[config.mk]
export PLATFORM = sky130hd
export DESIGN_NAME = pacer_with_apd_measure_unit
export DESIGN_NICKNAME = d
export VERILOG_FILES = /design/src/hdl/pwam_pkg.sv /design/src/hdl/pwam_cfg.sv /design/src/hdl/pwam_pacer.sv /design/src/hdl/pwam_apd.sv /design/src/hdl/pacer_with_apd_measure_unit.sv
export SDC_FILE = /design/constraint.sdc
export NUM_CORES = 2
export LEC_CHECK = 0
export BUFFER_PORTS_ARGS = -buffer_cell sky130_fd_sc_hd__buf_4
export CAP_MARGIN = 30
export CORE_MARGIN = 2
export CORE_UTILIZATION = 25
export CTS_BUF_LIST = sky130_fd_sc_hd__clkbuf_2 sky130_fd_sc_hd__clkbuf_4 sky130_fd_sc_hd__clkbuf_8
export DETAILED_ROUTE_END_ITERATION = 16
export PLACE_DENSITY = 0.49
export SYNTH_ARGS = -nofsm -noshare
export SYNTH_HDL_FRONTEND = slang
export SYNTH_SLANG_ARGS = --single-unit
[constraint.sdc]
create_clock -name i_clk -period 16.7 [get_ports i_clk]
set_clock_uncertainty 0.1 [all_clocks]
set_input_delay 3.34 -clock i_clk [delete_from_list [all_inputs] [get_ports i_clk]]
set_output_delay 3.34 -clock i_clk [all_outputs]
set_load 0.05 [all_outputs]
[src/hdl/pwam_pkg.sv]
// pwam_pkg: shared types, register indexes, reset values and helper functions
// for the pacer with apd measurement block; depends on nothing
`default_nettype none

package pwam_pkg;

    // configuration register indexes
    localparam logic [2:0] REG_JUNCTION_OFFSET    = 3'd0;
    localparam logic [2:0] REG_BEAT_PERIOD_TICKS  = 3'd1;
    localparam logic [2:0] REG_STIM_LEN_TICKS     = 3'd2;
    localparam logic [2:0] REG_STIM_AMPLITUDE     = 3'd3;
    localparam logic [2:0] REG_UPSTROKE_THRESHOLD = 3'd4;
    localparam logic [2:0] REG_REPOL_PERCENT      = 3'd5;
    localparam logic [2:0] REG_STIM_WINDOW_TICKS  = 3'd6;
    localparam logic [2:0] REG_PEAK_HOLD_TICKS    = 3'd7;

    localparam int CFG_IDX_W  = 3;
    localparam int CFG_DATA_W = 20;

    // register reset values
    localparam logic [15:0] RST_JUNCTION_OFFSET    = 16'd0;
    localparam logic [19:0] RST_BEAT_PERIOD_TICKS  = 20'd10000;
    localparam logic [19:0] RST_STIM_LEN_TICKS     = 20'd10;
    localparam logic [15:0] RST_STIM_AMPLITUDE     = 16'd4000;
    localparam logic [15:0] RST_UPSTROKE_THRESHOLD = 16'hF060; // -4000
    localparam logic [6:0]  RST_REPOL_PERCENT      = 7'd90;
    localparam logic [19:0] RST_STIM_WINDOW_TICKS  = 20'd40;
    localparam logic [19:0] RST_PEAK_HOLD_TICKS    = 20'd50;

    // input function codes
    localparam logic FUNC_TICK    = 1'b0;
    localparam logic FUNC_RESTART = 1'b1;

    // measure_phase codes on the result
    localparam logic [1:0] MP_WAIT_UP    = 2'd0;
    localparam logic [1:0] MP_PEAK       = 2'd1;
    localparam logic [1:0] MP_WAIT_REPOL = 2'd2;
    localparam logic [1:0] MP_DONE       = 2'd3;

    // floor(m / 100) = (m * PCT_RECIP) >> PCT_SHIFT, exact for m < 2^23
    localparam int          PCT_MAG_W = 23;
    localparam int          PCT_SHIFT = 30;
    localparam logic [23:0] PCT_RECIP = 24'd10737419;

    localparam logic [31:0] TICK_RESET = 32'hFFFF_FFFF;
    localparam logic [19:0] APD_MAX    = 20'hF_FFFF;

    typedef struct packed {
        logic [15:0] junction_offset;
        logic [19:0] beat_period_ticks;
        logic [19:0] stim_len_ticks;
        logic [15:0] stim_amplitude;
        logic [15:0] upstroke_threshold;
        logic [6:0]  repol_percent;
        logic [19:0] stim_window_ticks;
        logic [19:0] peak_hold_ticks;
    } t_cfg;

    // pacer view of the tick being processed, new-state values
    typedef struct packed {
        logic        restart;
        logic        beat;
        logic        stim;
        logic [31:0] tick;
        logic [15:0] beats;
        logic [15:0] rest;
        logic [15:0] rest_q;
    } t_pace;

    typedef enum logic [3:0] {
        PH_WAIT_UP    = 4'b0001,
        PH_PEAK       = 4'b0010,
        PH_WAIT_REPOL = 4'b0100,
        PH_DONE       = 4'b1000
    } t_phase;

    typedef enum logic [2:0] {
        RP_IDLE = 3'b001,
        RP_MUL  = 3'b010,
        RP_DIV  = 3'b100
    } t_rp_state;

    function automatic logic [15:0] sat16(input logic signed [18:0] v);
        logic [15:0] res;
        if (v > 19'sd32767) begin
            res = 16'h7FFF;
        end else if (v < -19'sd32768) begin
            res = 16'h8000;
        end else begin
            res = v[15:0];
        end
        return res;
    endfunction

    function automatic logic [1:0] phase_code(input t_phase ph);
        logic [1:0] code;
        unique case (ph)
            PH_WAIT_UP:    code = MP_WAIT_UP;
            PH_PEAK:       code = MP_PEAK;
            PH_WAIT_REPOL: code = MP_WAIT_REPOL;
            PH_DONE:       code = MP_DONE;
            default:       code = MP_WAIT_UP;
        endcase
        return code;
    endfunction

endpackage

`default_nettype wire

[src/hdl/pwam_cfg.sv]
// pwam_cfg: configuration register file for the pacer with apd measurement
// depends on pwam_pkg
`default_nettype none

module pwam_cfg (
    input  wire logic                           i_clk,
    input  wire logic                           i_rst_n,
    input  wire logic                           i_cfg_valid,
    output logic                                o_cfg_ready,
    input  wire logic [pwam_pkg::CFG_IDX_W-1:0]  i_cfg_index,
    input  wire logic [pwam_pkg::CFG_DATA_W-1:0] i_cfg_data,
    output pwam_pkg::t_cfg                      o_cfg
);

    pwam_pkg::t_cfg r_cfg;

    assign o_cfg_ready = 1'b1;
    assign o_cfg       = r_cfg;

    always_ff @(posedge i_clk) begin
        if (!i_rst_n) begin
            r_cfg.junction_offset    <= pwam_pkg::RST_JUNCTION_OFFSET;
            r_cfg.beat_period_ticks  <= pwam_pkg::RST_BEAT_PERIOD_TICKS;
            r_cfg.stim_len_ticks     <= pwam_pkg::RST_STIM_LEN_TICKS;
            r_cfg.stim_amplitude     <= pwam_pkg::RST_STIM_AMPLITUDE;
            r_cfg.upstroke_threshold <= pwam_pkg::RST_UPSTROKE_THRESHOLD;
            r_cfg.repol_percent      <= pwam_pkg::RST_REPOL_PERCENT;
            r_cfg.stim_window_ticks  <= pwam_pkg::RST_STIM_WINDOW_TICKS;
            r_cfg.peak_hold_ticks    <= pwam_pkg::RST_PEAK_HOLD_TICKS;
        end else if (i_cfg_valid) begin
            unique case (i_cfg_index)
                pwam_pkg::REG_JUNCTION_OFFSET:    r_cfg.junction_offset    <= i_cfg_data[15:0];
                pwam_pkg::REG_BEAT_PERIOD_TICKS:  r_cfg.beat_period_ticks  <= i_cfg_data;
                pwam_pkg::REG_STIM_LEN_TICKS:     r_cfg.stim_len_ticks     <= i_cfg_data;
                pwam_pkg::REG_STIM_AMPLITUDE:     r_cfg.stim_amplitude     <= i_cfg_data[15:0];
                pwam_pkg::REG_UPSTROKE_THRESHOLD: r_cfg.upstroke_threshold <= i_cfg_data[15:0];
                pwam_pkg::REG_REPOL_PERCENT:      r_cfg.repol_percent      <= i_cfg_data[6:0];
                pwam_pkg::REG_STIM_WINDOW_TICKS:  r_cfg.stim_window_ticks  <= i_cfg_data;
                pwam_pkg::REG_PEAK_HOLD_TICKS:    r_cfg.peak_hold_ticks    <= i_cfg_data;
                default: ;
            endcase
        end
    end

endmodule

`default_nettype wire

[src/hdl/pwam_pacer.sv]
// pwam_pacer: tick counter, beat timing, stimulus gate and rest voltage latch
// depends on pwam_pkg
`default_nettype none

module pwam_pacer (
    input  wire logic           i_clk,
    input  wire logic           i_rst_n,
    input  wire logic           i_step,
    input  wire logic           i_func,
    input  wire logic [15:0]    i_volt,
    input  pwam_pkg::t_cfg      i_cfg,
    output pwam_pkg::t_pace     o_pace
);

    logic [31:0] r_tick, n_tick;
    logic [31:0] r_cycle_start, n_cycle_start;
    logic [15:0] r_beats, n_beats;
    logic [15:0] r_rest, n_rest;

    logic [31:0] tick_inc;
    logic [31:0] elapsed;
    logic [31:0] since_start;
    logic        restart;
    logic        beat;
    logic        stim;

    always_comb begin
        restart     = (i_func == pwam_pkg::FUNC_RESTART);
        tick_inc    = r_tick + 32'd1;
        elapsed     = tick_inc - r_cycle_start;
        beat        = !restart && (elapsed >= {12'd0, i_cfg.beat_period_ticks});
        since_start = beat ? 32'd0 : elapsed;
        stim        = !restart && (since_start < {12'd0, i_cfg.stim_len_ticks});

        if (restart) begin
            n_tick        = pwam_pkg::TICK_RESET;
            n_cycle_start = 32'd0;
            n_beats       = 16'd1;
            n_rest        = i_volt;
        end else begin
            n_tick        = tick_inc;
            n_cycle_start = beat ? tick_inc : r_cycle_start;
            n_beats       = beat ? r_beats + 16'd1 : r_beats;
            n_rest        = beat ? i_volt : r_rest;
        end
    end

    always_ff @(posedge i_clk) begin
        if (!i_rst_n) begin
            r_tick        <= pwam_pkg::TICK_RESET;
            r_cycle_start <= 32'd0;
            r_beats       <= 16'd1;
            r_rest        <= 16'd0;
        end else if (i_step) begin
            r_tick        <= n_tick;
            r_cycle_start <= n_cycle_start;
            r_beats       <= n_beats;
            r_rest        <= n_rest;
        end
    end

    always_comb begin
        o_pace.restart = restart;
        o_pace.beat    = beat;
        o_pace.stim    = stim;
        o_pace.tick    = n_tick;
        o_pace.beats   = n_beats;
        o_pace.rest    = n_rest;
        o_pace.rest_q  = r_rest;
    end

endmodule

`default_nettype wire

[src/hdl/pwam_apd.sv]
// pwam_apd: apd phase sequencer with a multiply-then-divide repolarisation level unit
// depends on pwam_pkg
`default_nettype none

module pwam_apd (
    input  wire logic           i_clk,
    input  wire logic           i_rst_n,
    input  wire logic           i_step,
    input  wire logic [15:0]    i_volt,
    input  pwam_pkg::t_pace     i_pace,
    input  pwam_pkg::t_cfg      i_cfg,
    output logic [1:0]          o_phase_code,
    output logic [19:0]         o_apd,
    output logic                o_busy
);

    pwam_pkg::t_phase    r_phase, n_phase;
    pwam_pkg::t_phase    phase_cur;
    pwam_pkg::t_rp_state r_rp_state, n_rp_state;

    logic [31:0] r_upstroke, n_upstroke;
    logic [15:0] r_peak, n_peak;
    logic [31:0] r_peak_tick, n_peak_tick;
    logic [15:0] r_repol;
    logic [19:0] r_apd, n_apd;
    logic [pwam_pkg::PCT_MAG_W-1:0] r_mag;
    logic        r_neg;

    logic [31:0] up_age;
    logic [31:0] peak_age;
    logic        start;

    // repolarisation level datapath
    logic signed [16:0] amp;
    logic signed [24:0] prod;
    logic [24:0]        prod_mag;
    logic [46:0]        quot_full;
    logic [16:0]        quot;
    logic signed [18:0] drop;
    logic signed [18:0] repol_wide;

    always_comb begin
        phase_cur   = i_pace.beat ? pwam_pkg::PH_WAIT_UP : r_phase;
        up_age      = i_pace.tick - r_upstroke;
        peak_age    = i_pace.tick - r_peak_tick;
        n_phase     = phase_cur;
        n_upstroke  = r_upstroke;
        n_peak      = r_peak;
        n_peak_tick = r_peak_tick;
        n_apd       = r_apd;
        start       = 1'b0;

        if (i_pace.restart) begin
            n_phase = pwam_pkg::PH_WAIT_UP;
        end else begin
            unique case (phase_cur)
                pwam_pkg::PH_WAIT_UP: begin
                    if ($signed(i_volt) >= $signed(i_cfg.upstroke_threshold)) begin
                        n_upstroke  = i_pace.tick;
                        n_peak      = i_pace.rest;
                        n_peak_tick = i_pace.tick;
                        n_phase     = pwam_pkg::PH_PEAK;
                    end
                end
                pwam_pkg::PH_PEAK: begin
                    if (up_age > {12'd0, i_cfg.stim_window_ticks}) begin
                        if ($signed(r_peak) < $signed(i_volt)) begin
                            n_peak      = i_volt;
                            n_peak_tick = i_pace.tick;
                        end else if (peak_age > {12'd0, i_cfg.peak_hold_ticks}) begin
                            n_phase = pwam_pkg::PH_WAIT_REPOL;
                            start   = 1'b1;
                        end
                    end
                end
                pwam_pkg::PH_WAIT_REPOL: begin
                    if ($signed(i_volt) <= $signed(r_repol)) begin
                        n_apd   = (|up_age[31:20]) ? pwam_pkg::APD_MAX : up_age[19:0];
                        n_phase = pwam_pkg::PH_DONE;
                    end
                end
                pwam_pkg::PH_DONE: ;
                default: n_phase = pwam_pkg::PH_WAIT_UP;
            endcase
        end
    end

    // peak and rest stay frozen while the unit runs: no item moves meanwhile
    always_comb begin
        amp       = $signed({r_peak[15], r_peak}) - $signed({i_pace.rest_q[15], i_pace.rest_q});
        prod      = amp * $signed({1'b0, i_cfg.repol_percent});
        prod_mag  = prod[24] ? 25'(-prod) : prod;
        quot_full = 47'(r_mag) * 47'(pwam_pkg::PCT_RECIP);
        quot      = quot_full[46:pwam_pkg::PCT_SHIFT];
        drop      = r_neg ? -$signed({2'b00, quot}) : $signed({2'b00, quot});
        repol_wide = $signed({{3{r_peak[15]}}, r_peak}) - drop;
    end

    always_comb begin
        n_rp_state = r_rp_state;
        unique case (r_rp_state)
            pwam_pkg::RP_IDLE: if (i_step && start) n_rp_state = pwam_pkg::RP_MUL;
            pwam_pkg::RP_MUL:  n_rp_state = pwam_pkg::RP_DIV;
            pwam_pkg::RP_DIV:  n_rp_state = pwam_pkg::RP_IDLE;
            default:           n_rp_state = pwam_pkg::RP_IDLE;
        endcase
    end

    always_ff @(posedge i_clk) begin
        if (!i_rst_n) begin
            r_phase     <= pwam_pkg::PH_WAIT_UP;
            r_rp_state  <= pwam_pkg::RP_IDLE;
            r_upstroke  <= 32'd0;
            r_peak      <= 16'd0;
            r_peak_tick <= 32'd0;
            r_repol     <= 16'd0;
            r_apd       <= 20'd0;
        end else begin
            r_rp_state <= n_rp_state;
            if (i_step) begin
                r_phase     <= n_phase;
                r_upstroke  <= n_upstroke;
                r_peak      <= n_peak;
                r_peak_tick <= n_peak_tick;
                r_apd       <= n_apd;
            end
            if (r_rp_state == pwam_pkg::RP_DIV) begin
                r_repol <= pwam_pkg::sat16(repol_wide);
            end
        end
    end

    always_ff @(posedge i_clk) begin
        if (r_rp_state == pwam_pkg::RP_MUL) begin
            r_mag <= prod_mag[pwam_pkg::PCT_MAG_W-1:0];
            r_neg <= prod[24];
        end
    end

    assign o_phase_code = pwam_pkg::phase_code(n_phase);
    assign o_apd        = n_apd;
    assign o_busy       = (r_rp_state != pwam_pkg::RP_IDLE);

endmodule

`default_nettype wire

[src/hdl/pacer_with_apd_measure_unit.sv]
// pacer_with_apd_measure_unit: pacing, stimulus gating and apd measurement per tick
// flow: an accepted item waits in the input register, then moves to the result register
// throughput: one item per cycle while the receiver keeps up; the item that ends the
//   peak search starts the repolarisation level unit (one multiply stage, one
//   reciprocal divide stage) and the next item waits for it, at most once per beat or restart
// reset: i_rst_n synchronous active low, restores register defaults and state
`default_nettype none

module pacer_with_apd_measure_unit (
    input  wire logic                            i_clk,
    input  wire logic                            i_rst_n,
    // configuration write channel
    input  wire logic                            i_cfg_valid,
    output logic                                 o_cfg_ready,
    input  wire logic [pwam_pkg::CFG_IDX_W-1:0]  i_cfg_index,
    input  wire logic [pwam_pkg::CFG_DATA_W-1:0] i_cfg_data,
    // input item channel
    input  wire logic                            i_valid,
    output logic                                 o_ready,
    input  wire logic                            i_func,
    input  wire logic signed [15:0]              i_voltage_sample,
    // result item channel
    output logic                                 o_valid,
    input  wire logic                            i_ready,
    output logic [15:0]                          o_stim_current,
    output logic                                 o_stim_active,
    output logic [15:0]                          o_beat_count,
    output logic [19:0]                          o_apd_ticks,
    output logic [1:0]                           o_measure_phase,
    output logic signed [15:0]                   o_membrane_voltage
);

    pwam_pkg::t_cfg  w_cfg;
    pwam_pkg::t_pace w_pace;

    // input register: one item, voltage already offset-corrected
    logic        r_in_valid;
    logic        r_in_func;
    logic [15:0] r_in_volt;

    // result register
    logic        r_out_valid;
    logic [15:0] r_out_stim_current;
    logic        r_out_stim_active;
    logic [15:0] r_out_beat_count;
    logic [19:0] r_out_apd;
    logic [1:0]  r_out_phase;
    logic [15:0] r_out_volt;

    logic        w_accept;
    logic        w_move;
    logic        w_busy;
    logic [15:0] w_volt_corr;
    logic [1:0]  w_phase_code;
    logic [19:0] w_apd;

    pwam_cfg u_cfg (
        .i_clk       (i_clk),
        .i_rst_n     (i_rst_n),
        .i_cfg_valid (i_cfg_valid),
        .o_cfg_ready (o_cfg_ready),
        .i_cfg_index (i_cfg_index),
        .i_cfg_data  (i_cfg_data),
        .o_cfg       (w_cfg)
    );

    // offset removal happens on the way into the input register
    assign w_volt_corr = pwam_pkg::sat16(
        $signed({{3{i_voltage_sample[15]}}, i_voltage_sample})
        - $signed({{3{w_cfg.junction_offset[15]}}, w_cfg.junction_offset}));

    // the item in the input register advances into the result register when
    // the result slot is free or being drained and the repol unit is idle
    assign w_move   = r_in_valid && !w_busy && (!r_out_valid || i_ready);
    assign o_ready  = !r_in_valid || w_move;
    assign w_accept = i_valid && o_ready;

    pwam_pacer u_pacer (
        .i_clk   (i_clk),
        .i_rst_n (i_rst_n),
        .i_step  (w_move),
        .i_func  (r_in_func),
        .i_volt  (r_in_volt),
        .i_cfg   (w_cfg),
        .o_pace  (w_pace)
    );

    pwam_apd u_apd (
        .i_clk        (i_clk),
        .i_rst_n      (i_rst_n),
        .i_step       (w_move),
        .i_volt       (r_in_volt),
        .i_pace       (w_pace),
        .i_cfg        (w_cfg),
        .o_phase_code (w_phase_code),
        .o_apd        (w_apd),
        .o_busy       (w_busy)
    );

    always_ff @(posedge i_clk) begin
        if (!i_rst_n) begin
            r_in_valid <= 1'b0;
        end else if (w_accept) begin
            r_in_valid <= 1'b1;
        end else if (w_move) begin
            r_in_valid <= 1'b0;
        end
    end

    always_ff @(posedge i_clk) begin
        if (w_accept) begin
            r_in_func <= i_func;
            r_in_volt <= w_volt_corr;
        end
    end

    always_ff @(posedge i_clk) begin
        if (!i_rst_n) begin
            r_out_valid <= 1'b0;
        end else if (w_move) begin
            r_out_valid <= 1'b1;
        end else if (i_ready) begin
            r_out_valid <= 1'b0;
        end
    end

    always_ff @(posedge i_clk) begin
        if (w_move) begin
            r_out_stim_current <= w_pace.stim ? w_cfg.stim_amplitude : 16'd0;
            r_out_stim_active  <= w_pace.stim;
            r_out_beat_count   <= w_pace.beats;
            r_out_apd          <= w_apd;
            r_out_phase        <= w_phase_code;
            r_out_volt         <= r_in_volt;
        end
    end

    assign o_valid            = r_out_valid;
    assign o_stim_current     = r_out_stim_current;
    assign o_stim_active      = r_out_stim_active;
    assign o_beat_count       = r_out_beat_count;
    assign o_apd_ticks        = r_out_apd;
    assign o_measure_phase    = r_out_phase;
    assign o_membrane_voltage = r_out_volt;

    // no stimulus current is reported without the stimulus flag
    a_stim_gate: assert property (@(posedge i_clk) disable iff (!i_rst_n)
        o_valid && !o_stim_active |-> o_stim_current == 16'd0)
        else $error("stimulus current without stimulus flag");

    // the repol unit only starts behind an item that entered repolarisation wait
    a_busy_cause: assert property (@(posedge i_clk) disable iff (!i_rst_n)
        $rose(w_busy) |-> $past(w_move) && o_measure_phase == pwam_pkg::MP_WAIT_REPOL)
        else $error("repol unit started without a phase change");

    // the repol unit holds the input side through its multiply and divide states, then releases it
    a_busy_len: assert property (@(posedge i_clk) disable iff (!i_rst_n)
        $rose(w_busy) |=> w_busy ##1 !w_busy)
        else $error("repol unit stall length wrong");

endmodule

`default_nettype wire

==> metrics.txt <==
Tot GR Track Use=15.73%; Cell variety after synth=114; vias in the first global route=36,763; post-synthesis sequential area ratio=23.51%; Synth top area share=15.97%; reg-to-reg startpoint=u_apd.r_mag[6]$_DFFE_PP_; vias after detailed routing=36,383; initial antenna violation count=3; Final nets=6,169; fmax=93.47 MHz; Post-DRT Antenna Nets=0; Post-Syn Area=0.04462 sq mm; Worst path max stage delay=0.61 ns; # Post-CTS Setup Buffers=0; Arrival @ worst endpoint=11.30 ns; first-pass iteration count of the detailed router=5; Final setup viols=0; most frequent cells in the layout=742 x inv_1, 565 x ha_1, 524 x nand2_1; Rows=155; gp weighted congestion=0.8899; ratio of cells with drive above 1 in the final layout=8.354%; H-tree levels=3; Syn Nets=6,097; Avg WL per Cell=18.59 um; Setup WS post-layout=6.001 ns; cts hold-fix bufs=0; first-pass GRT wire length=221.8 mm; setup TNS=0 ns; HP Class=flop to flop; post-synthesis register bit count=468; Syn Area/Cell=8.587 sq um; HP Start=u_cfg.o_cfg[105]$_SDFFE_PN0P_; Top FF cell, synth=dfxtp_1; synth top area cells=dfxtp_1 16%, ha_1 16%, fa_1 13%, edfxtp_1 7.5%, inv_1 6.2%; fin crit share=64.07%; status=finished clean; worst setup path start=u_apd.r_mag[6]$_DFFE_PP_; Post-Route WL=143.2 mm; min Tclk post-route=10.70 ns; height of the die=426.5 um; total CTS buffers=91; largest net degree at the start of global routing=135; Final HPWL DP=112.6 mm; DRC=0; CP Capture Type=flop; Fin. Hold Viols=0; vias per cell=4.725; area of the core=0.1778 sq mm; clock root buffer=clkbuf_8; Worst setup SP type=flop; area delta synth->final=12.52%; max_cap viols=0; Hold Slack=0.3541 ns; die area=0.1819 sq mm; Place WS=5.982 ns; drt initial violations=2,289; Port Buf Inserts=117; unrepaired setup endpoints after global routing=false; Least-Margin Pin Slew=1.078 ns; Req. time, crit path=17.30 ns; commonest non-fill, non-tap cell in the layout=inv_1; Worst-path clk slew=0.06 ns; Most common cell on crit path=fa_1; Yosys warnings=0; CP max-delay cell=fa_1; number of synthesized flops with an enable pin=112; Longest Clk Path Bufs=3; number of I/O pins=119; slew margin rel.=28.15%; ys async rst share=0%; max-slew violations=0; Remaining Overflow, GRT=0; Die Span X=426.5 um; initial core utilization=25.09%; Mapped Cells=5,197; post-CTS sizing=0; worst skew pair latency=0.82 ns; top cell type by total area after synthesis=dfxtp_1; CTS tree=yes; Clock Sinks=468; crit path kind=flop to flop; critical path peak fanout=14
## cells in the mapped netlist, types with 69 or more instances
cell and count:
inv_1 743, ha_1 565, nand2_1 524, a21oi_1 371
dfxtp_1 356, nor2_1 311, fa_1 290, clkbuf_1 148
o21ai_0 144, xnor2_1 137, a21o_1 114, edfxtp_1 112
and2_1 111, nand3_1 111, nor3_1 79, xor2_1 75
nand2b_1 73, mux2i_1 69
## critical path: cells and delay by family (launching register included)
kind | cells | cell delay (ns)
AO/OA/AOI/OAI | 12 | 3.10
XOR/XNOR | 1 | 0.20
adder cells (fa/ha/maj) | 9 | 4.38
buffers and inverters | 4 | 0.22
flip-flops | 1 | 0.55
multiplexers | 1 | 0.36
AND/OR/NAND/NOR | 8 | 1.65
## final cells by class
| class | count | area, sq um |
|---|---|---|
| Sequential cell | 468 | 10490 |
| Fill cell | 19100 | 127600 |
| Tap cell | 2355 | 2947 |
| Multi-Input combinational cell | 3785 | 30510 |
| Clock buffer | 135 | 1727 |
| Clock inverter | 28 | 350.3 |
| Antenna cell | 6 | 15.01 |
| Inverter | 745 | 2806 |
| Timing Repair Buffer | 178 | 1368 |
## layer usage
metal / vias to the layer above / part of all wire (%) / track usage (%)
li1: 17914 / - / -
met1: 17687 / 44 / 19.69
met2: 605 / 50 / 28.27
met3: 177 / 3.1 / 1.852
met4: 0 / 2.6 / 4.270
met5: - / 0 / 0
## worst paths after layout
path / slack (ns) / to / depth (start not counted)
worst min register to register: 0.35 / u_cfg.o_cfg[105]$_SDFFE_PN0P_ / 2
worst min-delay path: 0.35 / u_cfg.o_cfg[105]$_SDFFE_PN0P_ / 2
worst max-delay path: 6.00 / u_apd.r_repol[1]$_SDFFE_PN0N_ / 35
worst max register to register: 6.00 / u_apd.r_repol[1]$_SDFFE_PN0N_ / 35
## kinds of logic after synthesis
| kind of cell | after synthesis | share of synthesized area, % |
|---|---|---|
| multiplexers | 95 | 2.204 |
| AND/OR/NAND/NOR | 1513 | 16.41 |
| XOR/XNOR | 214 | 4.234 |
| buffers and inverters | 944 | 8.313 |
| flip-flops | 468 | 23.51 |
| other | 1 | 0.008404 |
| adder cells (fa/ha/maj) | 855 | 28.85 |
| AO/OA/AOI/OAI | 1107 | 16.47 |
## state kept, by name, indices dropped and copies added, names as in the netlist, 2 cells and up
name                   flops
o_membrane_voltage        16
u_apd.r_peak_tick         32
u_pacer.r_beats           16
o_apd_ticks               20
u_pacer.r_cycle_start     32
u_apd.r_apd               20
u_apd.r_upstroke          32
u_cfg.o_cfg              135
o_measure_phase            2
u_apd.r_phase              4
o_beat_count              16
u_pacer.r_rest            16
u_pacer.r_tick            32
u_apd.r_rp_state           3
r_in_volt                 16
u_apd.r_peak              16
o_stim_current            16
u_apd.r_mag               23
u_apd.r_repol             16
## stage by stage
stage               area (sq um)  std cells  utilization, %
floorplan                  44620       5197               -
global placement           48060       7527           27.02
detailed placement         48090       7530           27.04
CTS                        50170       7693           28.21
global route               50200       7696           28.23
finish                     50210       7700           28.23
Power is left out: the tool's default activity adds up to more than one toggle a clock period on the data nets, which glitch-free logic cannot reach.
